==> src/rtl/ttf_pkg.sv <==
// shared widths, types and command structs for the triangle tangent frame block
package ttf_pkg;

  localparam int CoordW = 24;
  localparam int UvW    = 17;
  localparam int OutW   = 32;
  localparam int EdgeW  = CoordW + 1;
  localparam int DeltaW = UvW + 1;
  localparam int DetW   = 2 * DeltaW + 1;
  localparam int NumW   = EdgeW + DeltaW + 1;
  localparam int FracSh = 24;
  // dividend is |num| << 24, quotient keeps every dividend bit so overflow shows up top
  localparam int DivNW  = NumW + FracSh;
  localparam int QW     = DivNW;
  localparam int DivCntW = 7;
  localparam int InDataW  = 3 * CoordW + 2 * UvW;
  localparam int InBytesW = ((InDataW + 7) / 8) * 8;
  localparam int OutDataW = 6 * OutW;

  typedef logic signed [CoordW-1:0] coord_t;
  typedef logic        [UvW-1:0]    uv_t;

  // controller to datapath
  typedef struct packed {
    logic load0;
    logic load1;
    logic load2;
    logic calc_det;
    logic calc_num;
    logic div_start;
    logic [2:0] comp;
    logic result_load;
  } dp_cmd_t;

  // datapath to controller
  typedef struct packed {
    logic div_busy;
    logic det_zero;
  } dp_sts_t;

endpackage

==> src/rtl/ttf_ctrl.sv <==
// controller: vertex slot, per-component sequencing and output handshake
module ttf_ctrl (
  input  logic              clk,
  input  logic              rst_n,
  input  logic              in_fire,
  output logic              in_ready,
  output logic              out_valid,
  input  logic              out_ready,
  output ttf_pkg::dp_cmd_t  cmd,
  input  ttf_pkg::dp_sts_t  sts
);
  typedef enum logic [2:0] {
    S_IN, S_DELTA, S_AXIS, S_MUL, S_SUB, S_DIV, S_WAIT, S_OUT
  } state_t;

  state_t state_r;
  logic [1:0] slot_r;
  logic [2:0] comp_r;
  logic out_valid_r;

  assign in_ready  = (state_r == S_IN);
  assign out_valid = out_valid_r;

  always_comb begin
    cmd = '0;
    cmd.comp        = comp_r;
    cmd.load0       = in_fire && (slot_r == 2'd0);
    cmd.load1       = in_fire && (slot_r == 2'd1);
    cmd.load2       = in_fire && (slot_r == 2'd2);
    cmd.calc_det    = (state_r == S_DELTA);
    cmd.calc_num    = (state_r == S_AXIS);
    cmd.div_start   = (state_r == S_DIV);
    cmd.result_load = (state_r == S_WAIT) && !sts.div_busy;
  end

  always_ff @(posedge clk) begin
    if (!rst_n) begin
      state_r     <= S_IN;
      slot_r      <= 2'd0;
      comp_r      <= '0;
      out_valid_r <= 1'b0;
    end else begin
      unique case (state_r)
        S_IN: begin
          if (in_fire) begin
            if (slot_r == 2'd2) begin
              slot_r  <= 2'd0;
              comp_r  <= '0;
              state_r <= S_DELTA;
            end else begin
              slot_r <= slot_r + 2'd1;
            end
          end
        end
        S_DELTA: state_r <= S_AXIS;
        S_AXIS:  state_r <= S_MUL;
        S_MUL:   state_r <= S_SUB;
        S_SUB:   state_r <= S_DIV;
        S_DIV:   state_r <= S_WAIT;
        S_WAIT: begin
          if (!sts.div_busy) begin
            if (comp_r == 3'b101) begin
              out_valid_r <= 1'b1;
              state_r     <= S_OUT;
            end else begin
              comp_r  <= comp_r[0] ? {comp_r[2:1] + 2'd1, 1'b0} : {comp_r[2:1], 1'b1};
              state_r <= comp_r[0] ? S_AXIS : S_MUL;
            end
          end
        end
        S_OUT: begin
          if (out_ready) begin
            out_valid_r <= 1'b0;
            state_r     <= S_IN;
          end
        end
        default: state_r <= S_IN;
      endcase
    end
  end
endmodule

==> config.mk <==
export PLATFORM = sky130hd
export DESIGN_NAME = ttf_ctrl
export DESIGN_NICKNAME = d
export VERILOG_FILES = /design/src/rtl/ttf_pkg.sv /design/src/rtl/ttf_ctrl.sv
export SDC_FILE = /design/constraint.sdc
export NUM_CORES = 1
export LEC_CHECK = 0
export BUFFER_PORTS_ARGS = -buffer_cell sky130_fd_sc_hd__buf_2
export CAP_MARGIN = 20
export CORE_AREA = 10 10 47 49
export DETAILED_ROUTE_END_ITERATION = 8
export DIE_AREA = 0 0 57 59
export HOLD_SLACK_MARGIN = 0.12
export PLACE_DENSITY_LB_ADDON = 0.25
export RECOVER_POWER = 100
export SLEW_MARGIN = 20
export SYNTH_ARGS = -nofsm -noshare
export SYNTH_HDL_FRONTEND = slang
export SYNTH_SLANG_ARGS = --single-unit
==> constraint.sdc <==
create_clock -name clk -period 1.4 [get_ports clk]
set_clock_uncertainty 0.1 [all_clocks]
set_input_delay 0.28 -clock clk [delete_from_list [all_inputs] [get_ports clk]]
set_output_delay 0.28 -clock clk [all_outputs]
set_load 0.01 [all_outputs]
[Word-level counts from Yosys, hierarchy flattened]
Index checks and enable logic that the tools add are counted.
Operators by class
  add/subtract/negate cells: 2
  multipliers: 0
  divide/modulo/power cells: 0
  order comparisons: 0
  eq/ne operators: 17
  shifts and indexed selects: 0
  mux-type cells: 18
  bitwise logic cells: 0
  reductions and logical operators: 14
Operators with widths (number)
  $mux 3: 10
  $pmux 3 s8: 1
  $eq 3x3->1 const B: 5
  $ne 2x2->1 const B: 5
  $reduce_and 4->1: 2
  $eq 3x2->1 const B: 2
  $pmux 3 s2: 1
  $reduce_and 6->1: 1
  $reduce_and 5->1: 1
  $add 2x1->2 const B: 2
  $logic_and 1x1->1: 4
  $mux 1: 4
  $ne 2x1->1 const B: 2
  $reduce_bool 2->1: 2
  $eq 3x1->1 const B: 1
  $logic_not 3->1: 1
  $eq 2x1->1 const B: 1
  $eq 2x2->1 const B: 1
  $logic_not 2->1: 1
  $mux 2: 1
  $pmux 1 s2: 1
  $reduce_and 2->1: 1
  $logic_not 1->1: 1
Storage, ports and cells
  register bits after elaboration: 9
  latch bits: 0
  memory bits (writable): 0
  ROM bits: 0
  output and inout port bits: 12
  word-level logic and storage cells: 56
  memories: 0

[Longest topological paths before layout]
Gate-level depths: netlist of the first run.
  depth after elaboration: 5
  depth in mapped cells: 5
  mapped depth without buffers: 5

[Least setup slack after synthesis of the first run]
OpenSTA, ideal clock, no wires.
  path kind: register -> register
  from: register comp_r[1]
  to: register comp_r[1]
  setup time: 115 ps
  arrival: 1348 ps
  required time: 1185 ps
  setup slack: -162 ps
  cell stages (with the launch flop): 5
  path buffers: 0
  cell sequence: dfxtp_1 > nor2b_1 > or4_4 > and3_1 > o21a_1
On the way
  longest elaborated chain between the ends: 5
Ends and longest elaborated chain
  from (decl): line ttf_ctrl.sv:18  | logic [2:0] comp_r;
  from (signal assigned): line ttf_ctrl.sv:66  | comp_r <= comp_r[0] ? {comp_r[2:1] + 2'd1, 1'b0} : {comp_r[2:1], 1'b1};
  $add 2x1->2: line ttf_ctrl.sv:66
  $mux 3: line ttf_ctrl.sv:66
  $mux 3: line ttf_ctrl.sv:62  | if (comp_r == 3'b101) begin
  $mux 3: line ttf_ctrl.sv:61  | if (!sts.div_busy) begin
  $pmux 3 s2: line ttf_ctrl.sv:43  | unique case (state_r)
Parallel ways exist; a longest one is shown, timed or not. The select of a mux whose other input is x is not followed.
A chain may end at the register's enable or synchronous reset.

[Final worst setup path of the first run]
  from: register state_r[1]
  to: output port in_ready
On the way
  longest elaborated chain between the ends: 1
Ends and longest elaborated chain
  from (decl): line ttf_ctrl.sv:16  | state_t state_r;
  from (signal assigned): line ttf_ctrl.sv:67  | state_r <= comp_r[0] ? S_AXIS : S_MUL;
  $logic_not 3->1: line ttf_ctrl.sv:21  | assign in_ready = (state_r == S_IN);
  to (decl): line ttf_ctrl.sv:6  | output logic in_ready,
Every way passes these cells.

==> summary.md, run 1 <==
| Metric | Value |
|---|---|
| Status | finished with violations |
| Detailed Place HPWL | 1.067 mm |
| Final WS setup | -0.1989 ns |
| Clock sinks | 9 |
| Largest family of logic cells by synthesized area | simple AND/OR/NAND/NOR gates |
| Post-DP Area | 754.5 µm² |
| Post-route DRC | 0 |
| Min-Delay Endpoint | state_r[1] |
| Worst Path Buf+Inv | 3 |
| Vias in the first global route | 615 |
| Die area | 0.003363 mm² |
| Gr ovfl total | 0 |
| Hold Crit Start | out_ready |
| Hold Vio Cnt, Final | 0 |
| Fraction of layout cells with a size suffix above 1 | 0.6286 |
| Routed wire per std cell | 13.40 µm |
| Clock network power share | 0.161 |
| CTS H-tree depth | 1 |
| Total global routing track utilization | 0.09644 |
| Slew of the pin with the lowest slew margin | 0.2684 ns |
| Pwr per Cell Area | 1376 mW/mm² |
| Reg-to-reg setup timing slack | -0.16 ns |
| DR vias | 637 |
| Final instance area | 935.9 µm² |
| Final setup violation count | 10 |
| Flops & latches, synth | 9 |
| Fraction of the mapped netlist area in adder cells | 0 |
| Synth Instances | 63 |
| Initial antenna violation count | 0 |
| Fillers | 125 |
| Placer Congestion | 0.8004 |
| Initial Util | 0.3768 |
| Post-synthesis xor/xnor area fraction | 0 |
| Synth Net Count | 69 |
| NetSw | 0.0004534 W |
| Die X | 57 µm |
| Syn Area/Cell | 8.381 µm² |
| DRT antenna net count | 0 |
| Worst EP arrival | 1.22 ns |
| CP Cell Sequence | or3_4, inv_4, buf_6, buf_6 |
| Hold WC Path Type | primary input to register |
| Setup TNS | -1.227 ns |
| Largest stage delay, worst path | 0.40 ns |
| Largest net degree at the start of global routing | 12 |
| CP max stage cell | or3_4 |
| Vias per inst | 5.264 |
| Max FO, Critical Path | 2 |
| Synth area leader | dfxtp_1 |
| Synth warn | 0 |
| Post-Synth Simple-Gate Area | 0.3815 |
| Worst relative slew slack | 0.8199 |
| Root Buffer | clkbuf_4 |
| Hold WS | 0.2327 ns |
| RSZ-0062 raised after global routing | yes |
| Synth cell types | 33 |
| Worst Reg-to-Reg Cells | 5 |
| MaxCap Viol Count | 0 |
| 1st-iter DRT viols | 24 |
| Clk slew on worst S/H paths | 0.06 ns |
| Sw frac | 0.3519 |
| Endpoint type of the worst setup path | primary output |
| Static Leak | 0.4465 nW |
| Core box area | 0.001401 mm² |
| Initial DRT Pass Iterations | 4 |
| Clock Latency Late Sink | 0.26 ns |
| Crit path time final | 1.599 ns |
| Reg-to-reg endpoint | comp_r[2] |
| Comb pwr share | 0.572 |
| Maximum VDD drop | 0.7431 mV |
| Synth Area in Compound Gates | 0.2251 |
| I/O pin total | 18 |
| Seq pwr share | 0.267 |
| Top cell type's share of synthesized area | 0.3412 |
| Multiplexer share of the synthesized area | 0 |
| Failing checks | setup timing |
| Hold Crit Depth | 3 |
| # port buffers | 16 |
| Hold_buf cts | 0 |
| CP dominant cell by count | buf_6 |
| Worst R2R Start | comp_r[0] |
| Mapped Area | 528.0 µm² |
| Req. time, crit path | 1.02 ns |
| ANT cells | 0 |
| Family with the most delay on the worst path | simple AND/OR/NAND/NOR gates |
| Routed Wire Length | 1.621 mm |
| Maximum clock insertion buffer count | 2 |
| Nets | 112 |
| Crit path depth | 4 |
| Die height | 59 µm |
| Largest cells by area after synthesis | dfxtp_1 34%, nor3b_1 5.7%, nand2_1 5.0%, and3b_1 5.0%, o21ai_0 2.8% |
| Slew Limit Fails | 0 |
| Syn-to-layout area delta | 77.25% |
| Number of buffers created by CTS | 3 |
| First-pass GRT wire length | 2.725 mm |
| Period utilization | 1.142 |
| Kind of critical path | register to primary output |
| Std-Cell Rows | 14 |
| CTS tree | done |
| Post-synthesis sequential area ratio | 0.3412 |
| Max Freq | 625.4 MHz |
| CP startpoint kind | register |
| Cell Int Power | 0.0008348 W |
final cells by class:
class                   count  area [µm²]  share of cell area
flip-flops and latches      9       186.4              0.1992
well taps                  16       20.02             0.02139
clock buffers               4       26.28             0.02807
repair buffers             42       310.3              0.3316
inverters                   1       6.256            0.006684
multi-input cells          49       386.6              0.4131
synth_stat cells:
cell type / number
a211oi_1: 1
a21boi_0: 1
a21boi_1: 1
a21oi_1: 2
a2bb2oi_1: 1
a311oi_1: 1
a31o_2: 1
a31oi_1: 1
and2_1: 1
and3_1: 1
and3b_1: 3
and4b_1: 1
buf_2: 1
buf_6: 1
clkbuf_1: 2
dfxtp_1: 9
inv_2: 1
nand2_1: 7
nand2b_1: 1
nand3_2: 1
nand3b_1: 1
nand4b_1: 1
nor2_1: 4
nor2b_1: 1
nor3_1: 2
nor3b_1: 4
nor4b_1: 1
o2111a_1: 1
o21a_1: 2
o21ai_0: 3
o22ai_1: 2
or3_1: 2
or4_4: 1
sequential cells by signal, summed over array words and instances, names as in the netlist:
register   count
out_valid      1
slot_r         2
comp_r         3
state_r        3
through the flow:
step | utilization | worst slack (ns) | power (W) | cells
6_report | 0.6679 | -0.1989 | 0.001288 | 121
5_1_grt | 0.6679 | -0.2429 | 0.001375 | 121
4_1_cts | 0.6473 | -0.1984 | 0.001261 | 118
3_5_place_dp | 0.5384 | -0.09091 | 0.0008806 | 108
3_3_place_gp | 0.5384 | -0.08195 | 0.0008725 | 108
2_1_floorplan | - | -0.09128 | 0.0006431 | 63
tightest hold or removal path: stages:
cell	delay, ns
buf_2	0.10
nand2b_1	0.10
a31oi_1	0.08
what timing repair did:
| item | in CTS | in global routing |
|---|---|---|
| setup endpoints to repair | 10 | 15 |
| pin swaps | 6 | 2 |
| setup buffers | 6 | 3 |
| gates resized for setup | 22 | 4 |
placed cells by master, fill, tap and decap left out, types with 2 or more instances in the layout:
master    instances
and3b_1           2
buf_4            18
o21a_1            2
buf_6             9
o21ai_0           3
nor3b_2           3
o22ai_1           2
a21boi_1          2
clkbuf_1          2
nor2_1            3
a21oi_1           2
buf_2            13
nand2_2           2
dfxtp_2           5
dfxtp_1           4
nand2_1           4
clkbuf_4          3
how the worst max path moves through the flow:
stage,from,to,slack (ns)
CTS,state_r[1],in_ready,-0.20
detailed placement,state_r[2],slot_r[0],-0.09
global route,state_r[1],in_ready,-0.24
finish,state_r[1],in_ready,-0.20
floorplan,comp_r[2],comp_r[1],-0.09
global placement,state_r[2],slot_r[0],-0.08
logic make-up after synthesis:
logic type / count (synthesis)
simple gates: 32
compound gates: 17
flops: 9
buf+inv: 5
layer usage:
| layer | vias up | GRT usage | share of wire |
|---|---|---|---|
| li1 | 318 | - | - |
| met1 | 295 | 0.1036 | 0.45 |
| met2 | 22 | 0.1674 | 0.49 |
| met3 | 2 | 0.02790 | 0.061 |
| met4 | 0 | 0.05034 | 0.0043 |
| met5 | - | 0 | 0 |
power groups by stage:
stage	Clock, W	Combinational, W	Sequential [W]
after floorplan	0	0.000301	0.000342
after global placement	0	0.000534	0.000338
after detailed placement	0	0.000542	0.000339
after CTS	0.000211	0.000711	0.000339
after global routing	0.000230	0.000795	0.000350
final	0.000208	0.000737	0.000344
Note: power is estimated with default switching activity, not from simulation.
==> run 2: changes to the inputs <==
--- a/config.mk
+++ b/config.mk
@@ -8,6 +8,7 @@
 export BUFFER_PORTS_ARGS = -buffer_cell sky130_fd_sc_hd__buf_2
 export CAP_MARGIN = 20
 export CORE_AREA = 10 10 47 49
+export CTS_BUF_LIST = sky130_fd_sc_hd__clkbuf_8
 export DETAILED_ROUTE_END_ITERATION = 8
 export DIE_AREA = 0 0 57 59
 export HOLD_SLACK_MARGIN = 0.12
==> run 2 against run 1 <==
The run still ends with setup timing left. Global-route usage shrank 0.52 points. Flip-flop and latch count unchanged. Largest cell class unchanged. Non-clock buffer count decreased by 6. Critical path type unchanged. Register-to-register slack improved by 0.05 ns. Critical path depth stayed put. Design area shrank 6.7%. Routed wire length fell by 5.7%. Power is 0.19% higher. Die area unchanged. Utilization fell by 4.5 points. Clock power is 40% higher. Cell count decreased by 5.0%.
==> summary.md, run 2 (synthesized netlist as in run 1, its figures left out) <==
| Metric | Value |
|---|---|
| Worst relative slew slack | 0.8122 (-0.007651) |
| RSZ-0062 raised after global routing | yes |
| First-pass GRT wire length | 2.532 mm (-7.1%) |
| Max FO, Critical Path | 3 (+1) |
| Hold WC Path Type | primary input to register |
| Detailed Place HPWL | 1.067 mm (unchanged) |
| Clock sinks | 9 (unchanged) |
| Final setup violation count | 8 (-2) |
| ANT cells | 0 (unchanged) |
| Biggest regs | comp_r x3, state_r x3, slot_r x2 |
| Syn-to-layout area delta | 65.40% |
| CP dominant cell by count | buf_6 |
| Commonest non-fill, non-tap cell in the layout | buf_4 |
| Static Leak | 0.4005 nW (-10%) |
| Worst EP arrival | 1.20 ns (-0.02 ns) |
| Maximum VDD drop | 0.9762 mV (+31%) |
| Initial DRT Pass Iterations | 4 (unchanged) |
| I/O pin total | 18 (unchanged) |
| Endpoint type of the worst setup path | primary output |
| Pwr per Cell Area | 1478 mW/mm² (+7.4%) |
| CP max stage cell | or3_4 |
| Failing checks | setup timing |
| Clk slew on worst S/H paths | 0.05 ns (about the same) |
| Hold Vio Cnt, Final | 0 (unchanged) |
| Met1 Usage GRT | 0.09759 (-0.006024) |
| Vias per inst | 5.209 (-1.1%) |
| Status | finished with violations |
| # port buffers | 16 (unchanged) |
| Root Buffer | clkbuf_8 |
| Power, Total | 0.001291 W (+0.19%) |
| Fraction of layout cells with a size suffix above 1 | 0.5758 (-0.05281) |
| Top Usage Layer GRT | met2 |
| CP Cell Sequence | or3_4, inv_4, buf_6, buf_6 |
| Vias in the first global route | 574 (-6.7%) |
| Routed wire per std cell | 13.30 µm (-0.75%) |
| Core box area | 0.001401 mm² (unchanged) |
| Post-route DRC | 0 (unchanged) |
| Die X | 57 µm (unchanged) |
| Kind of critical path | register to primary output |
| DR vias | 599 (-6.0%) |
| Crit path time final | 1.577 ns (-0.02147 ns) |
| 1st-iter DRT viols | 13 (-46%) |
| Slew Limit Fails | 0 (unchanged) |
| Hold WS | 0.2673 ns (+0.03457 ns) |
| Total global routing track utilization | 0.09123 (-0.005213) |
| CP startpoint kind | register |
| GR Util met3 | 0.02790 (unchanged) |
| Placer Congestion | 0.8004 (unchanged) |
| Initial Util | 0.3768 (unchanged) |
| MaxCap Viol Count | 0 (unchanged) |
| Req. time, crit path | 1.02 ns (about the same) |
| Number of buffers created by CTS | 3 (unchanged) |
| CTS H-tree depth | 1 (unchanged) |
| Largest stage delay, worst path | 0.40 ns (about the same) |
| Initial antenna violation count | 0 (unchanged) |
| Maximum clock insertion buffer count | 2 (unchanged) |
| Hold_buf cts | 0 (unchanged) |
| Largest net degree at the start of global routing | 12 (unchanged) |
| Commonest cells after routing, fill and taps aside | 14 x buf_4, 12 x buf_2, 6 x dfxtp_2, 6 x buf_6, 5 x nand2_1 |
| Slew of the pin with the lowest slew margin | 0.2798 ns (+0.01140 ns) |
| Die height | 59 µm (unchanged) |
| Max Freq | 633.9 MHz (+1.4%) |
| Clock Latency Late Sink | 0.23 ns (-0.03 ns) |
| GR met2 Demand/Resource | 0.1566 (-0.01085) |
| Routed Wire Length | 1.529 mm (-5.7%) |
| Std-Cell Rows | 14 (unchanged) |
| Period utilization | 1.127 (-0.01533) |
| DRT antenna net count | 0 (unchanged) |
| CTS tree | done |
| Gr ovfl total | 0 (unchanged) |
| Final WS setup | -0.1775 ns (+0.02147 ns) |
| Die area | 0.003363 mm² (unchanged) |
| Nets | 106 (-5.4%) |
-- run 2: per-stage QoR --
stage / setup WS (ns) / setup TNS (ns) / instance area, µm² / instances / utilization
2_1_floorplan: -0.09128 / -0.1664 / 550.5 / 63 / -
3_3_place_gp: -0.08195 / -0.1564 / 754.5 / 108 / 0.5384
3_5_place_dp: -0.09091 / -0.1616 / 754.5 / 108 / 0.5384
4_1_cts: -0.1831 / -0.5566 / 854.6 / 114 / 0.6098
5_1_grt: -0.2110 / -1.134 / 873.3 / 115 / 0.6232
6_report: -0.1775 / -0.5937 / 873.3 / 115 / 0.6232
-- run 2: power breakdown --
part / internal (W) / switching (W) / total [W] / leakage, nW
combinational: 0.000370 / 0.000279 / 0.000648 / 0.297
clock: 0.000191 / 0.000101 / 0.000291 / 0.0269
sequential: 0.000311 / 0.0000402 / 0.000351 / 0.0765
-- run 2: metal layers --
metal  vias to the layer above  wire length (µm)
li1                        308                 -
met2                        16               750
met1                       273               661
met5                         -                 0
met3                         2               105
met4                         0                12
-- run 2: path summary, 6_finish.rpt --
| check | start | cells after the start | end | slack [ns] |
|---|---|---|---|---|
| max | state_r[1] | 4 | in_ready | -0.18 |
| min | out_ready | 3 | state_r[1] | 0.27 |
| max reg2reg | state_r[1] | 6 | comp_r[2] | -0.11 |
| min reg2reg | out_valid | 2 | out_valid | 0.40 |
-- run 2: repair_timing --
action,in CTS,in global routing
resized for setup,11,6
pin swaps,3,3
setup endpoints to repair,9,13
buffers inserted,2,1
-- run 2: critical path: cells and delay by family (launching register included) --
| kind | cells | cell delay (ns) |
|---|---|---|
| and+or+nand+nor | 1 | 0.40 |
| buffers and inverters | 3 | 0.25 |
| DFF | 1 | 0.32 |
-- run 2: area by class of cell --
| type | instances | area, µm² |
|---|---|---|
| clock buffer | 3 | 41.29 |
| multi-input combinational | 49 | 360.3 |
| sequential | 9 | 191.4 |
| inverter | 1 | 6.256 |
| timing repair buffer | 36 | 250.2 |
| fill | 129 | 528.0 |
| tap | 16 | 20.02 |
| clock inverter | 1 | 3.754 |
==> run 3: changes to the inputs <==
==> constraint.sdc (replaced) <==
create_clock -name clk -period 1.7 [get_ports clk]
set_clock_uncertainty 0.1 [all_clocks]
set_input_delay 0.34 -clock clk [delete_from_list [all_inputs] [get_ports clk]]
set_output_delay 0.34 -clock clk [all_outputs]
set_load 0.01 [all_outputs]
==> run 3 against run 2 <==
The run now ends clean. Die area is the same. Routed wire length shrank 15%. Highest routed layer unchanged. Design area shrank 24%. Critical path type unchanged.
==> summary.md, run 3 (synthesized netlist as in run 1, its figures left out) <==
| Metric | Value |
|---|---|
| CP startpoint kind | register |
| CTS tree | done |
| Clock network power share | 0.288 (+0.062) |
| Footprint of the multi-input gates | 319.1 µm² (-11%) |
| Max FO, Critical Path | 4 (+1) |
| Initial antenna violation count | 0 (unchanged) |
| Static Leak | 0.2743 nW (-32%) |
| Pwr per Cell Area | 1265 mW/mm² (-14%) |
| CP Cell Sequence | or3_1, inv_2, clkbuf_2 |
| CP max stage cell | or3_1 |
| Post-Route Utilization | 0.4750 (-0.1482) |
| Vias in the first global route | 521 (-9.2%) |
| Hold Vio Cnt, Final | 0 (unchanged) |
| I/O pin total | 18 (unchanged) |
| RSZ-0062 raised after global routing | no |
| MaxCap Viol Count | 0 (unchanged) |
| Post-route DRC | 0 (unchanged) |
| Root Buffer | clkbuf_8 |
| Total global routing track utilization | 0.07986 (-0.01136) |
| Min-Delay Endpoint | slot_r[1] |
| Sw frac | 0.3538 (+0.02876) |
| Initial Util | 0.3768 (unchanged) |
| Clock sinks | 9 (unchanged) |
| Hold WC Path Type | primary input to register |
| Die height | 59 µm (unchanged) |
| Maximum VDD drop | 0.7354 mV (-25%) |
| Period utilization | 0.9605 |
| Req. time, crit path | 1.26 ns (+0.24 ns) |
| Routed wire per std cell | 13.10 µm (-1.5%) |
| Number of buffers created by CTS | 3 (unchanged) |
| Reg-to-reg setup timing slack | 0.08 ns (+0.19 ns) |
| Detailed Place HPWL | 956.1 µm (-10%) |
| Syn-to-layout area delta | 26.07% |
| Kind of critical path | register to primary output |
| Core box area | 0.001401 mm² (unchanged) |
| NetSw | 0.0002978 W (-29%) |
| Hold Crit Depth | 3 (unchanged) |
| Final instance area | 665.6 µm² (-24%) |
| Gr ovfl total | 0 (unchanged) |
| DR vias | 561 (-6.3%) |
| Slew Limit Fails | 0 (unchanged) |
| # port buffers | 16 (unchanged) |
| Worst Reg-to-Reg Cells | 4 (-2) |
| Die area | 0.003363 mm² (unchanged) |
| DRT antenna net count | 0 (unchanged) |
| Setup TNS | 0 ns (+0.5937 ns) |
| Worst relative slew slack | 0.8104 (-0.001801) |
| Endpoint type of the worst setup path | primary output |
| Fraction of layout cells with a size suffix above 1 | 0.2289 (-0.3468) |
| FF/Latch Area | 181.4 µm² (-5.2%) |
| Crit path time final | 1.633 ns |
| Clk slew on worst S/H paths | 0.05 ns (about the same) |
| Largest net degree at the start of global routing | 14 (+2) |
| Seq pwr share | 0.338 (+0.066) |
| First-pass GRT wire length | 2.208 mm (-13%) |
| Routed Wire Length | 1.297 mm (-15%) |
| Slew of the pin with the lowest slew margin | 0.2838 ns (+0.004014 ns) |
| Post-DP Area | 634.4 µm² (-16%) |
| Comb pwr share | 0.375 (-0.127) |
| Final setup violation count | 0 (-8) |
| Die X | 57 µm (unchanged) |
| Largest stage delay, worst path | 0.41 ns (about the same) |
| Fillers | 154 (+19%) |
| Reg-to-reg endpoint | comp_r[1] |
| CTS H-tree depth | 1 (unchanged) |
| Setup Fix Bufs, Post-CTS | 0 (-2) |
| Hold Crit Start | in_fire |
| Std-Cell Rows | 14 (unchanged) |
| ANT cells | 0 (unchanged) |
| Initial DRT Pass Iterations | 4 (unchanged) |
| Worst R2R Start | comp_r[2] |
| 1st-iter DRT viols | 5 (-8) |
| Commonest non-fill, non-tap cell in the layout | clkbuf_1 |
| Power, Total | 0.0008419 W (-35%) |
| Maximum clock insertion buffer count | 2 (unchanged) |
| Cell Int Power | 0.0005441 W (-38%) |
| Nets | 90 (-15%) |
| Vias per inst | 5.667 (+8.8%) |
| Biggest regs | comp_r x3, state_r x3, slot_r x2 |
| Commonest cells after routing, fill and taps aside | 9 x clkbuf_1, 8 x dfxtp_1, 6 x nand2_1, 6 x buf_2 |
| Clock Latency Late Sink | 0.23 ns (about the same) |
| Status | finished, final reports clean |
| Worst EP arrival | 1.19 ns (about the same) |
| Max Freq | 612.5 MHz |
| Placer Congestion | 0.7970 (-0.42%) |
-- run 3: changes by cell type in the layout (fill, tap and decap cells not counted), sizes merged --
| cell | before | now |
|---|---|---|
| buf | 32 | 9 |
| clkbuf | 7 | 14 |
-- run 3: metal layers --
layer / global-route usage / routed length, µm
met1: 0.09014 / 619
met2: 0.1209 / 560
met3: 0.03219 / 85
met4: 0.05369 / 33
met5: 0 / 0
-- run 3: how the worst max path moves through the flow --
stage / start / endpoint / slack, ns / depth (start not counted)
after global routing: state_r[2] / in_ready / 0.02 / 3
after global placement: sts[1] / comp_r[1] / 0.13 / 4
after detailed placement: sts[1] / comp_r[1] / 0.13 / 4
after CTS: state_r[2] / in_ready / 0.04 / 3
after floorplan: comp_r[1] / comp_r[1] / 0.14 / 4
final: state_r[1] / in_ready / 0.07 / 3
-- run 3: worst max-delay path: cells and delay by family (launching register included) --
| kind | cells | cell delay (ns) |
|---|---|---|
| buf+inv | 2 | 0.22 |
| flops | 1 | 0.33 |
| simple gates | 1 | 0.41 |
-- run 3: cell type report --
cell class	instances	area share
inverter	1	0.005639
tap	16	0.03008
clock buffer	3	0.06203
sequential	9	0.2726
clock inverter	1	0.005639
multi-input combinational	49	0.4793
timing repair buffer	20	0.1447
-- run 3: what timing repair did --
item | 4_1_cts | 5_1_grt
endpoints found under the hold margin | 0 | 0
hold buffers | 0 | 0
setup endpoints to repair | 0 | 2
resized for setup | 0 | 2
-- run 3: stage by stage --
stage                     hold slack [ns]  worst slack [ns]  instances
after floorplan                    0.3739            0.1376         63
after global placement             0.3670            0.1343         95
after detailed placement           0.3757            0.1270         95
after CTS                          0.3323           0.04183         99
after global routing               0.3580           0.01724         99
final                              0.3316           0.06722         99
-- run 3: power groups by stage --
stage / Combinational, W / Clock (W) / Sequential [W]
final: 0.000315 / 0.000242 / 0.000284
after global routing: 0.000357 / 0.000254 / 0.000289
after CTS: 0.000323 / 0.000248 / 0.000283
after detailed placement: 0.000323 / 0 / 0.000285
after global placement: 0.000319 / 0 / 0.000285
after floorplan: 0.000220 / 0 / 0.000280
